`src/design/u8d_pkg.sv`:
```
// u8d_pkg: shared types and constants of the UTF-8 stream decoder.
// Used by the channel interfaces and the top level; depends on nothing.
`default_nettype none

package u8d_pkg;

  // Item kinds on the byte channel
  typedef enum logic {
    KIND_DATA = 1'b0,
    KIND_END  = 1'b1
  } kind_t;

  // Result status codes
  typedef enum logic [2:0] {
    ST_OK         = 3'd0,
    ST_BAD_LEAD   = 3'd1,
    ST_OUT_OF_SEQ = 3'd2,
    ST_BAD_CODE   = 3'd3,
    ST_INCOMPLETE = 3'd4
  } status_t;

  typedef logic [1:0]  pend_t;   // continuation bytes still due
  typedef logic [20:0] code_t;   // code point accumulator

  // Byte class boundaries
  localparam logic [7:0] CONT_MIN     = 8'h80;
  localparam logic [7:0] LEAD2_MIN    = 8'hC0;
  localparam logic [7:0] LEAD3_MIN    = 8'hE0;
  localparam logic [7:0] LEAD4_MIN    = 8'hF0;
  localparam logic [7:0] BAD_LEAD_MIN = 8'hF8;

  // Code point limits
  localparam code_t CODE_MAX    = 21'h10FFFF;
  localparam code_t SURR_LO     = 21'h00D800;
  localparam code_t SURR_HI     = 21'h00DFFF;
  localparam code_t PLANE1_BASE = 21'h010000;

  // Continuation counts loaded by each lead class
  localparam pend_t PEND_LEAD2 = 2'd1;
  localparam pend_t PEND_LEAD3 = 2'd2;
  localparam pend_t PEND_LEAD4 = 2'd3;

  // One result item
  typedef struct packed {
    logic        has_char;
    logic [15:0] unit_low;
    logic [9:0]  unit_high;
    status_t     status;
  } out_item_t;

endpackage

`default_nettype wire

```
`src/design/u8d_byte_if.sv`:
```
// u8d_byte_if: valid/ready channel carrying one input byte or end-of-stream item.
// Depends on u8d_pkg.
`default_nettype none

interface u8d_byte_if;
  logic           valid;
  logic           ready;
  u8d_pkg::kind_t kind;
  logic [7:0]     byte_value;

  modport source (output valid, kind, byte_value, input ready);
  modport sink   (input valid, kind, byte_value, output ready);
endinterface

`default_nettype wire

```
`src/design/u8d_unit_if.sv`:
```
// u8d_unit_if: valid/ready channel carrying one decoded result item.
// Depends on u8d_pkg.
`default_nettype none

interface u8d_unit_if;
  logic             valid;
  logic             ready;
  logic             has_char;
  logic [15:0]      unit_low;
  logic [9:0]       unit_high;
  u8d_pkg::status_t status;

  modport source (output valid, has_char, unit_low, unit_high, status, input ready);
  modport sink   (input valid, has_char, unit_low, unit_high, status, output ready);
endinterface

`default_nettype wire

```
`src/design/utf8_stream_decoder_core.sv`:
```
// utf8_stream_decoder_core: UTF-8 byte stream to 16-bit / split code units.
// Depends on u8d_pkg, u8d_byte_if and u8d_unit_if.
//
//   channel  | dir | payload                                 | items
//   ---------+-----+-----------------------------------------+------------------------
//   bytes    | in  | kind, byte_value                        | one byte or end mark
//   units    | out | has_char, unit_low, unit_high, status   | zero or one per input
//
// One item per cycle sustained while the result register is not stalled. An item
// waits in the input register, then the decode logic updates the pending count and
// accumulator and loads the result register when the item gives a result.
// Reset (rst, synchronous) clears the pending count, accumulator and valids.
// A stalled result register holds the input register; items that give no result
// still pass through when the output is stalled only if the result slot is free.
`default_nettype none

module utf8_stream_decoder_core (
  input  wire logic   clk,
  input  wire logic   rst,
  u8d_byte_if.sink    bytes,
  u8d_unit_if.source  units
);

  // Input register
  logic           s1_valid;
  u8d_pkg::kind_t s1_kind;
  logic [7:0]     s1_byte;

  // Decoder state
  u8d_pkg::pend_t pending;
  u8d_pkg::code_t accum;

  // Result register
  logic                 out_valid;
  u8d_pkg::out_item_t   out_item;

  // Decode results
  logic                 res_valid;
  u8d_pkg::out_item_t   res;
  u8d_pkg::pend_t       pending_next;
  u8d_pkg::code_t       accum_next;
  u8d_pkg::code_t       acc_shift;

  logic s1_consume;

  // Error result: no character, only a status
  function automatic u8d_pkg::out_item_t make_err(input u8d_pkg::status_t st);
    u8d_pkg::out_item_t r;
    r.has_char  = 1'b0;
    r.unit_low  = 16'd0;
    r.unit_high = 10'd0;
    r.status    = st;
    return r;
  endfunction

  // Range check and split of a finished code point
  function automatic u8d_pkg::out_item_t make_char(input u8d_pkg::code_t cp);
    u8d_pkg::out_item_t r;
    u8d_pkg::code_t     off;
    off = cp - u8d_pkg::PLANE1_BASE;
    if (cp > u8d_pkg::CODE_MAX ||
        (cp >= u8d_pkg::SURR_LO && cp <= u8d_pkg::SURR_HI)) begin
      r = make_err(u8d_pkg::ST_BAD_CODE);
    end else if (cp < u8d_pkg::PLANE1_BASE) begin
      r.has_char  = 1'b1;
      r.unit_low  = cp[15:0];
      r.unit_high = 10'd0;
      r.status    = u8d_pkg::ST_OK;
    end else begin
      r.has_char  = 1'b1;
      r.unit_low  = {6'd0, off[9:0]};
      r.unit_high = off[19:10];
      r.status    = u8d_pkg::ST_OK;
    end
    return r;
  endfunction

  // Handshakes: input register moves whenever the result slot can take a result
  assign s1_consume  = s1_valid && (!out_valid || units.ready);
  assign bytes.ready = !s1_valid || s1_consume;

  assign acc_shift = {accum[14:0], s1_byte[5:0]};

  // Decode one item against the current state
  always_comb begin
    res_valid    = 1'b0;
    res          = make_err(u8d_pkg::ST_OK);
    pending_next = pending;
    accum_next   = accum;
    if (s1_kind == u8d_pkg::KIND_END) begin
      // end of stream always clears; an open character is reported
      pending_next = 2'd0;
      accum_next   = '0;
      if (pending != 2'd0) begin
        res_valid = 1'b1;
        res       = make_err(u8d_pkg::ST_INCOMPLETE);
      end
    end else if (s1_byte < u8d_pkg::CONT_MIN) begin
      res_valid = 1'b1;
      if (pending != 2'd0) begin
        res          = make_err(u8d_pkg::ST_OUT_OF_SEQ);
        pending_next = 2'd0;
        accum_next   = '0;
      end else begin
        res = make_char({13'd0, s1_byte});
      end
    end else if (s1_byte >= u8d_pkg::BAD_LEAD_MIN) begin
      res_valid    = 1'b1;
      res          = make_err(u8d_pkg::ST_BAD_LEAD);
      pending_next = 2'd0;
      accum_next   = '0;
    end else if (s1_byte >= u8d_pkg::LEAD2_MIN) begin
      // lead byte: load count and payload bits
      if (pending != 2'd0) begin
        res_valid    = 1'b1;
        res          = make_err(u8d_pkg::ST_OUT_OF_SEQ);
        pending_next = 2'd0;
        accum_next   = '0;
      end else if (s1_byte >= u8d_pkg::LEAD4_MIN) begin
        pending_next = u8d_pkg::PEND_LEAD4;
        accum_next   = {18'd0, s1_byte[2:0]};
      end else if (s1_byte >= u8d_pkg::LEAD3_MIN) begin
        pending_next = u8d_pkg::PEND_LEAD3;
        accum_next   = {17'd0, s1_byte[3:0]};
      end else begin
        pending_next = u8d_pkg::PEND_LEAD2;
        accum_next   = {16'd0, s1_byte[4:0]};
      end
    end else begin
      // continuation byte
      if (pending == 2'd0) begin
        res_valid = 1'b1;
        res       = make_err(u8d_pkg::ST_OUT_OF_SEQ);
        accum_next = '0;
      end else if (pending == 2'd1) begin
        res_valid    = 1'b1;
        res          = make_char(acc_shift);
        pending_next = 2'd0;
        accum_next   = '0;
      end else begin
        pending_next = pending - 2'd1;
        accum_next   = acc_shift;
      end
    end
  end

  // Input register
  always_ff @(posedge clk) begin
    if (rst) begin
      s1_valid <= 1'b0;
    end else if (bytes.ready) begin
      s1_valid <= bytes.valid;
    end
    if (bytes.valid && bytes.ready) begin
      s1_kind <= bytes.kind;
      s1_byte <= bytes.byte_value;
    end
  end

  // Decoder state
  always_ff @(posedge clk) begin
    if (rst) begin
      pending <= 2'd0;
      accum   <= '0;
    end else if (s1_consume) begin
      pending <= pending_next;
      accum   <= accum_next;
    end
  end

  // Result register
  always_ff @(posedge clk) begin
    if (rst) begin
      out_valid <= 1'b0;
    end else if (s1_consume && res_valid) begin
      out_valid <= 1'b1;
    end else if (units.ready) begin
      out_valid <= 1'b0;
    end
    if (s1_consume && res_valid) begin
      out_item <= res;
    end
  end

  assign units.valid     = out_valid;
  assign units.has_char  = out_item.has_char;
  assign units.unit_low  = out_item.unit_low;
  assign units.unit_high = out_item.unit_high;
  assign units.status    = out_item.status;

  // A fresh result only follows a consumed input item
  a_result_has_source: assert property (@(posedge clk) disable iff (rst)
    units.valid && !$past(units.valid) |-> $past(s1_valid))
    else $error("result appeared without an input item");

  // A character is delivered exactly when the status is ok
  a_char_iff_ok: assert property (@(posedge clk) disable iff (rst)
    units.valid |-> (units.has_char == (units.status == u8d_pkg::ST_OK)))
    else $error("has_char and status disagree");

  // A high unit only comes with a character
  a_high_needs_char: assert property (@(posedge clk) disable iff (rst)
    units.valid && units.unit_high != 10'd0 |-> units.has_char)
    else $error("high unit set on an error result");

  // End of stream leaves no character open
  a_end_clears: assert property (@(posedge clk) disable iff (rst)
    s1_consume && s1_kind == u8d_pkg::KIND_END |=> pending == 2'd0 && accum == '0)
    else $error("state not cleared by end of stream");

endmodule

`default_nettype wire

```
`src/flat_wrapper.sv`:
```
// flat-port wrapper written by rule: the top's interface ports become plain ports
module utf8_stream_decoder_core_flat 
  (clk, rst, bytes_valid, bytes_kind, bytes_byte_value, bytes_ready, units_valid, units_has_char, units_unit_low, units_unit_high, units_status, units_ready);
  u8d_byte_if bytes_i ();
  u8d_unit_if units_i ();
  input  wire logic clk;
  input  wire logic rst;
  input wire logic [$bits(bytes_i.valid)-1:0] bytes_valid;
  input wire logic [$bits(bytes_i.kind)-1:0] bytes_kind;
  input wire logic [$bits(bytes_i.byte_value)-1:0] bytes_byte_value;
  output wire logic [$bits(bytes_i.ready)-1:0] bytes_ready;
  output wire logic [$bits(units_i.valid)-1:0] units_valid;
  output wire logic [$bits(units_i.has_char)-1:0] units_has_char;
  output wire logic [$bits(units_i.unit_low)-1:0] units_unit_low;
  output wire logic [$bits(units_i.unit_high)-1:0] units_unit_high;
  output wire logic [$bits(units_i.status)-1:0] units_status;
  input wire logic [$bits(units_i.ready)-1:0] units_ready;
  assign bytes_i.valid = bytes_valid;
  assign bytes_i.kind = bytes_kind;
  assign bytes_i.byte_value = bytes_byte_value;
  assign bytes_ready = bytes_i.ready;
  assign units_valid = units_i.valid;
  assign units_has_char = units_i.has_char;
  assign units_unit_low = units_i.unit_low;
  assign units_unit_high = units_i.unit_high;
  assign units_status = units_i.status;
  assign units_i.ready = units_ready;
  utf8_stream_decoder_core u_core (.clk(clk), .rst(rst), .bytes(bytes_i), .units(units_i));
endmodule
```
`config.mk`:
```
export PLATFORM = sky130hd
export DESIGN_NAME = utf8_stream_decoder_core_flat
export DESIGN_NICKNAME = d
export VERILOG_FILES = /design/src/design/u8d_pkg.sv /design/src/design/u8d_byte_if.sv /design/src/design/u8d_unit_if.sv /design/src/design/utf8_stream_decoder_core.sv /design/src/flat_wrapper.sv
export SDC_FILE = /design/constraint.sdc
export NUM_CORES = 1
export LEC_CHECK = 0
export BUFFER_PORTS_ARGS = -buffer_cell sky130_fd_sc_hd__clkbuf_2
export CAP_MARGIN = 15
export CELL_PAD_IN_SITES_DETAIL_PLACEMENT = 0
export CELL_PAD_IN_SITES_GLOBAL_PLACEMENT = 1
export CORE_MARGIN = 10
export CORE_UTILIZATION = 30
export DETAILED_ROUTE_END_ITERATION = 12
export GPL_ROUTABILITY_DRIVEN = 0
export PLACE_DENSITY_LB_ADDON = 0.1
export SYNTH_ARGS = -nofsm -noshare
export SYNTH_HDL_FRONTEND = slang
export SYNTH_SLANG_ARGS = --single-unit
```
`constraint.sdc`:
```
create_clock -name clk -period 2.4 [get_ports clk]
set_input_delay 0.12 -clock clk [delete_from_list [all_inputs] [get_ports clk]]
set_output_delay 0.12 -clock clk [all_outputs]
set_load 0.02 [all_outputs]
```
* Word-level counts from Yosys, hierarchy flattened
Index checks and enable logic that the tools add are counted.
** Storage, ports and cells
- Register bits :: 58
** Cells by class
- $add $sub $neg :: 2
- Magnitude comparators :: 9
- Equality and inequality tests :: 3
- Mux-type cells :: 40
- Reductions and logical operators :: 14
** Operator list (number)
- 2-to-1 mux 30 bit :: 8
- 2-to-1 mux 15 bit :: 8
- >= comparator 8 bit, second input constant :: 4
- 2-to-1 mux 29 bit :: 1
- 2-to-1 mux 2 bit :: 11
- >= comparator 21 x 16 -> 1 bit, second input constant :: 1
- greater-than comparator 21 bit, second input constant :: 1
- <= comparator 21 x 16 -> 1 bit, second input constant :: 1
- less-than comparator 21 x 17 -> 1 bit, second input constant :: 1
- subtractor 20 x 17 -> 20 bit, second input constant :: 1
- 2-to-1 mux 5 bit :: 2
- 2-to-1 mux 1 bit :: 9
- less-than comparator 8 bit, second input constant :: 1
- != test 5 x 1 -> 1 bit, second input constant :: 1
- logical AND 1 bit :: 4
- nonzero test 2 bit :: 2
- logical OR 1 bit :: 3
- 2-to-1 mux 3 bit :: 1
- != test 3 x 2 -> 1 bit, second input constant :: 1
- AND reduction 3 bit :: 1
- equality test 2 x 1 -> 1 bit, second input constant :: 1
- logical NOT 1 bit :: 2
- logical NOT 2 bit :: 1
- AND reduction 2 bit :: 1
- subtractor 2 x 1 -> 2 bit, second input constant :: 1

* Logic depth before layout (Yosys ltp)
- Word-level depth :: 10
- Depth in mapped cells :: 9
- Depth with buffers taken out :: 8

* Least setup slack after synthesis
No wires, ideal clock.
- Path kind :: register -> register
- Start :: reg u_core.accum[10]
- End :: reg u_core.out_item, in the netlist u_core.units.unit_low[0], data pin
- Setup time :: 0.254 ns
- Data arrival time :: 2.075 ns
- Required time :: 2.146 ns
- Setup slack :: 0.070 ns
- Stages on the path, launching flop included :: 8
- Buffers on the path :: 1
- Cells stage by stage :: dfxtp_1 or4_4 or2_0 or4_4 mux2i_4 nor3_4 buf_6 o21a_1
** On the way
- Word-level cells in the longest chain between the ends :: 10
** Ends and longest elaborated chain
- from (decl) :: line utf8_stream_decoder_core.sv:31 : u8d_pkg::code_t accum;
- from (signal assigned) :: line utf8_stream_decoder_core.sv:167 : accum <= accum_next;
- >= comparator 21 x 16 -> 1 bit or <= comparator 21 x 16 -> 1 bit (tied branches) :: line utf8_stream_decoder_core.sv:62 : (cp >= u8d_pkg::SURR_LO && cp <= u8d_pkg::SURR_HI)) begin
- logical AND 1 bit :: line utf8_stream_decoder_core.sv:62
- logical OR 1 bit :: line utf8_stream_decoder_core.sv:61 : if (cp > u8d_pkg::CODE_MAX ||
- 2-to-1 mux 30 bit (*) :: line utf8_stream_decoder_core.sv:61
- 2-to-1 mux 30 bit (*) :: line utf8_stream_decoder_core.sv:135 : end else if (pending == 2'd1) begin
- 2-to-1 mux 30 bit (*) :: line utf8_stream_decoder_core.sv:131 : if (pending == 2'd0) begin
- 2-to-1 mux 30 bit (*) :: line utf8_stream_decoder_core.sv:112 : end else if (s1_byte >= u8d_pkg::LEAD2_MIN) begin
- 2-to-1 mux 30 bit (*) :: line utf8_stream_decoder_core.sv:107 : end else if (s1_byte >= u8d_pkg::BAD_LEAD_MIN) begin
- 2-to-1 mux 30 bit (*) :: line utf8_stream_decoder_core.sv:98 : end else if (s1_byte < u8d_pkg::CONT_MIN) begin
- 2-to-1 mux 30 bit (*) :: line utf8_stream_decoder_core.sv:90 : if (s1_kind == u8d_pkg::KIND_END) begin
- to (signal assigned) :: line utf8_stream_decoder_core.sv:181 : out_item <= res;
- to (decl) :: line utf8_stream_decoder_core.sv:35 : u8d_pkg::out_item_t out_item;
Every way passes the cells marked *; elsewhere a longest branch is shown, timed or not.
A chain may end at the register's enable or synchronous reset.

* Worst setup path after layout
- Start :: reg u_core.accum[10]
- End :: reg u_core.out_item, in the netlist u_core.units.has_char, data pin
** On the way
- Word-level cells in the longest chain between the ends :: 10
** Ends and longest elaborated chain (line)
- >= comparator 21 x 16 -> 1 bit or <= comparator 21 x 16 -> 1 bit (tied branches) :: utf8_stream_decoder_core.sv:62
- logical AND 1 bit :: utf8_stream_decoder_core.sv:62
- logical OR 1 bit (*) :: utf8_stream_decoder_core.sv:61
- 2-to-1 mux 30 bit (*) :: utf8_stream_decoder_core.sv:61
- 2-to-1 mux 30 bit (*) :: utf8_stream_decoder_core.sv:135
- 2-to-1 mux 30 bit (*) :: utf8_stream_decoder_core.sv:131
- 2-to-1 mux 30 bit (*) :: utf8_stream_decoder_core.sv:112
- 2-to-1 mux 30 bit (*) :: utf8_stream_decoder_core.sv:107
- 2-to-1 mux 30 bit (*) :: utf8_stream_decoder_core.sv:98
- 2-to-1 mux 30 bit (*) :: utf8_stream_decoder_core.sv:90
Marks and branches as above.

==> impl_results.md <==
* Yosys warns at 0
* Cell Area, Synth at 0.00249 mm2
* Failing checks: negative setup slack
* Worst-margin pin slew at 455 ps
* Compound-gate portion of the synthesized area at 11.7%
* Worst setup path end: u_core.units.has_char
* Peak supply drop at 268 uV
* Port bufs at 44
* P per Cell Area at 636 mW/mm2
* Minimum clock period at 2400 ps
* Final Hold Vio Count at 0
* Clock Latency Late Sink at 330 ps
* Main combinational cell family by area after synthesis: simple AND/OR/NAND/NOR gates
* Leakage at 1.30 nW
* Hold Path Class: in -> reg
* Yosys cell types at 44
* CTS clk-pin slew, worst paths at 70 ps
* H-tree depth at 3
* CP Launch Type: flop
* Antenna violations before repair at 0
* Max Root-Sink Buffers at 2
* DRT antenna net count at 0
* Avg Cell Area, Syn at 12.1 um2
* Num CTS Buffers at 9
* First-pass GRT wire length at 9960 um
* Synth area leader: edfxtp_1
* CTS root buf: clkbuf_8
* FMAX at 416 MHz
* Post-Place Cells at 371
* CP endpoint kind: flop
* Yosys top cell area share at 46.9%
* Initial Utilization at 30.7%
* RSZ-0062 raised after global routing: yes
* Final slew viol count at 0
* Net Switching at 0.491 mW
* Vias in the first global route at 1,992
* Simple-Gate Fraction of Synth Area at 19.3%
* Worst Reg-to-Reg Cells at 7
* Reg-to-Reg Start: u_core.accum[10]
* Worst EP required at 2490 ps
* Post-synthesis cell count at 206
* Layout Skew at 6.55 ps
* Clock power share at 42.0%
* Comb pwr share at 5.8%
* Die Wd at 111 um
* Max_cap viols at 0
* Adder-cell share of the synthesized area at 2.01%
* # DRC at 0
* Power, Total at 2.10 mW
* Post-DR wirelength/cell at 15.0 um
* Clock Sinks at 58
* Largest net degree at the start of global routing at 24
* Synth area leaders: edfxtp_1 47%, dfxtp_1 15%, and3_1 4.3%
* Avg Vias per Cell at 4.71
* I/O pin cnt at 45
* Chip height at 111 um
* Worst Setup Slack, final at -3.14 ps
* Final setup viols at 1
* CTS tree: done
* Post-layout util at 40.7%
* Die area at 0.0124 mm2
* Reg2reg setup slack at -3 ps
* Seq pwr share at 52.2%
* Core Box Area at 0.00813 mm2
* Final #Nets at 305
* Register bit count reported by yosys at 58
* Critical path class: reg -> reg
* Initial DRT Pass Iterations at 4
* DP Wirelength at 4270 um
* Fin crit share at 100%
* Tot GR Track Use at 9.90%
* Fin Hold WS at 152 ps
* Layout Cells excl Fill at 398
* Mux contribution to synthesized area at 1.81%
* Area Growth Syn to Fin at 32.6%
* Net Sw Frac at 23.3%
* Synth Area in XOR/XNOR at 0.351%
* Outcome: finished, violations left
* Internal Power at 1.61 mW
* Max FO, Critical Path at 23
* Worst Path Arrival at 2490 ps
* Worst Setup SP: u_core.accum[10]
* Via Count at 1,875
* WL final at 5960 um
* Share of cells above drive strength 1 at 32.8%
* Row count at 33
* Total grt overflow at 0
* Syn nets at 223
* Drt initial violations at 64
* R2r endpoint: u_core.units.has_char
* Diodes inserted at 0
* Slew margin rel. at 69.7%
* Sequential area share after synthesis at 62.2%
[what timing repair did]
item / in CTS / in global routing
pin swaps: 0 / 1
hold buffers: 10 / 0
endpoints found under the setup margin: 1 / 31
buffers inserted: 1 / 0
hold endpoints to repair: 10 / 0
resized for setup: 1 / 2
[power groups by stage]
stage | Sequential [mW] | Clock (mW) | Combinational (mW)
6_report | 1.10 | 0.883 | 0.123
3_5_place_dp | 1.12 | 0 | 0.111
2_1_floorplan | 1.14 | 0 | 0.0436
3_3_place_gp | 1.12 | 0 | 0.112
5_1_grt | 1.10 | 0.956 | 0.135
4_1_cts | 1.10 | 0.910 | 0.124
[cells in the final DEF (no fill, tap or decap), types with 3 or more instances in the layout]
cell | netlist | final
o21a_1 | 6 | 6
dfxtp_1 | 19 | 19
a21oi_1 | 7 | 6
clkbuf_2 | 0 | 44
and3_1 | 17 | 17
dlygate4sd3_1 | 0 | 10
ha_1 | 4 | 4
inv_1 | 4 | 4
edfxtp_1 | 39 | 39
nor2b_1 | 5 | 5
clkinvlp_4 | 0 | 3
clkbuf_8 | 0 | 9
nand4_1 | 3 | 3
and2_1 | 5 | 5
nor2_1 | 28 | 28
buf_4 | 0 | 25
a22oi_1 | 14 | 14
nand2_1 | 12 | 12
[worst min-delay path by stage]
stage                         from                 end  slack (ps)  cells after the start
3_3_place_gp   bytes_byte_value[7]   u_core.s1_byte[7]         300                      1
6_report               units_ready  u_core.units.valid         150                      4
4_1_cts                units_ready  u_core.units.valid         130                      4
5_1_grt                units_ready  u_core.units.valid         190                      4
2_1_floorplan  bytes_byte_value[0]   u_core.s1_byte[0]         220                      0
3_5_place_dp   bytes_byte_value[6]   u_core.s1_byte[6]         300                      1
[layout make-up]
class / count / area [um2]
fillers: 812 / 4830
flip-flops and latches: 58 / 1550
multi-input cells: 135 / 888
repair buffers: 80 / 528
well taps: 105 / 131
clock buffers: 9 / 124
clock inverters: 7 / 70.1
inverters: 4 / 15.0
[Yosys cell counts]
master and number:
nor3_4 1, or3b_2 1, nand3b_1 1, o32ai_1 1, nand2b_1 1, o31ai_1 1, nand2_1 12, o211ai_1 1
o21a_1 6, nor3b_1 1, nor3_1 2, a211o_1 1, nand4_1 3, and2_1 5, o21bai_4 1, a31oi_1 1
or4b_2 1, clkbuf_1 6, or2_0 1, or4_1 1, o22ai_1 1, or3_1 1, or2_1 1, nand3_1 2
dfxtp_1 19, a21oi_1 7, ha_1 4, xor2_1 1, buf_2 1, buf_6 2, nor4_1 1, a32oi_1 2
o21ai_0 2, mux2i_4 2, nor3b_2 1, inv_1 4, edfxtp_1 39, a211oi_1 1, a22o_1 1, or4_4 2
nor2_1 28, and3_1 17, a22oi_1 14, nor2b_1 5
[worst max-delay path: stages, from the launching register on]
cell and delay, ps:
dfxtp_1 310, or4_4 530, or2_1 230, or4_4 430, mux2i_4 190, nor3_4 80
buf_12 160, or2_1 220
[state kept, by name, indices dropped and copies added, names as in the netlist, 2 cells and up]
register,flops
u_core.units.status,3
u_core.units.unit_high,10
u_core.units.unit_low,16
u_core.accum,15
u_core.s1_byte,8
u_core.pending,2
[cells by family (layout without fill, tap and decap cells)]
group	after synthesis	after routing
muxes	2	2
AOI/OAI and AO/OA	40	40
and+or+nand+nor	88	88
buffers and inverters	13	100
xor gates and xnor gates	1	1
DFF	58	58
adders and majority gates	4	4
[routing by layer]
| metal | routed length (um) | GRT usage (%) | up-vias |
|---|---|---|---|
| met2 | 2840 | 15.9 | 49 |
| met3 | 381 | 3.41 | 10 |
| met5 | 0 | 0 | - |
| met4 | 108 | 5.31 | 0 |
| met1 | 2630 | 11.3 | 881 |
| li1 | - | - | 935 |
[metrics by stage]
stage / worst slack (ps) / cell area, um2 / TNS, ps
3_3_place_gp: 27.5 / 3000 / 0
3_5_place_dp: -19.8 / 3000 / -19.8
5_1_grt: -60.7 / 3310 / -375
6_report: -3.14 / 3310 / -3.14
4_1_cts: -16.6 / 3300 / -16.6
2_1_floorplan: 70.3 / 2490 / 0
Note: power is estimated with default switching activity, not from simulation.
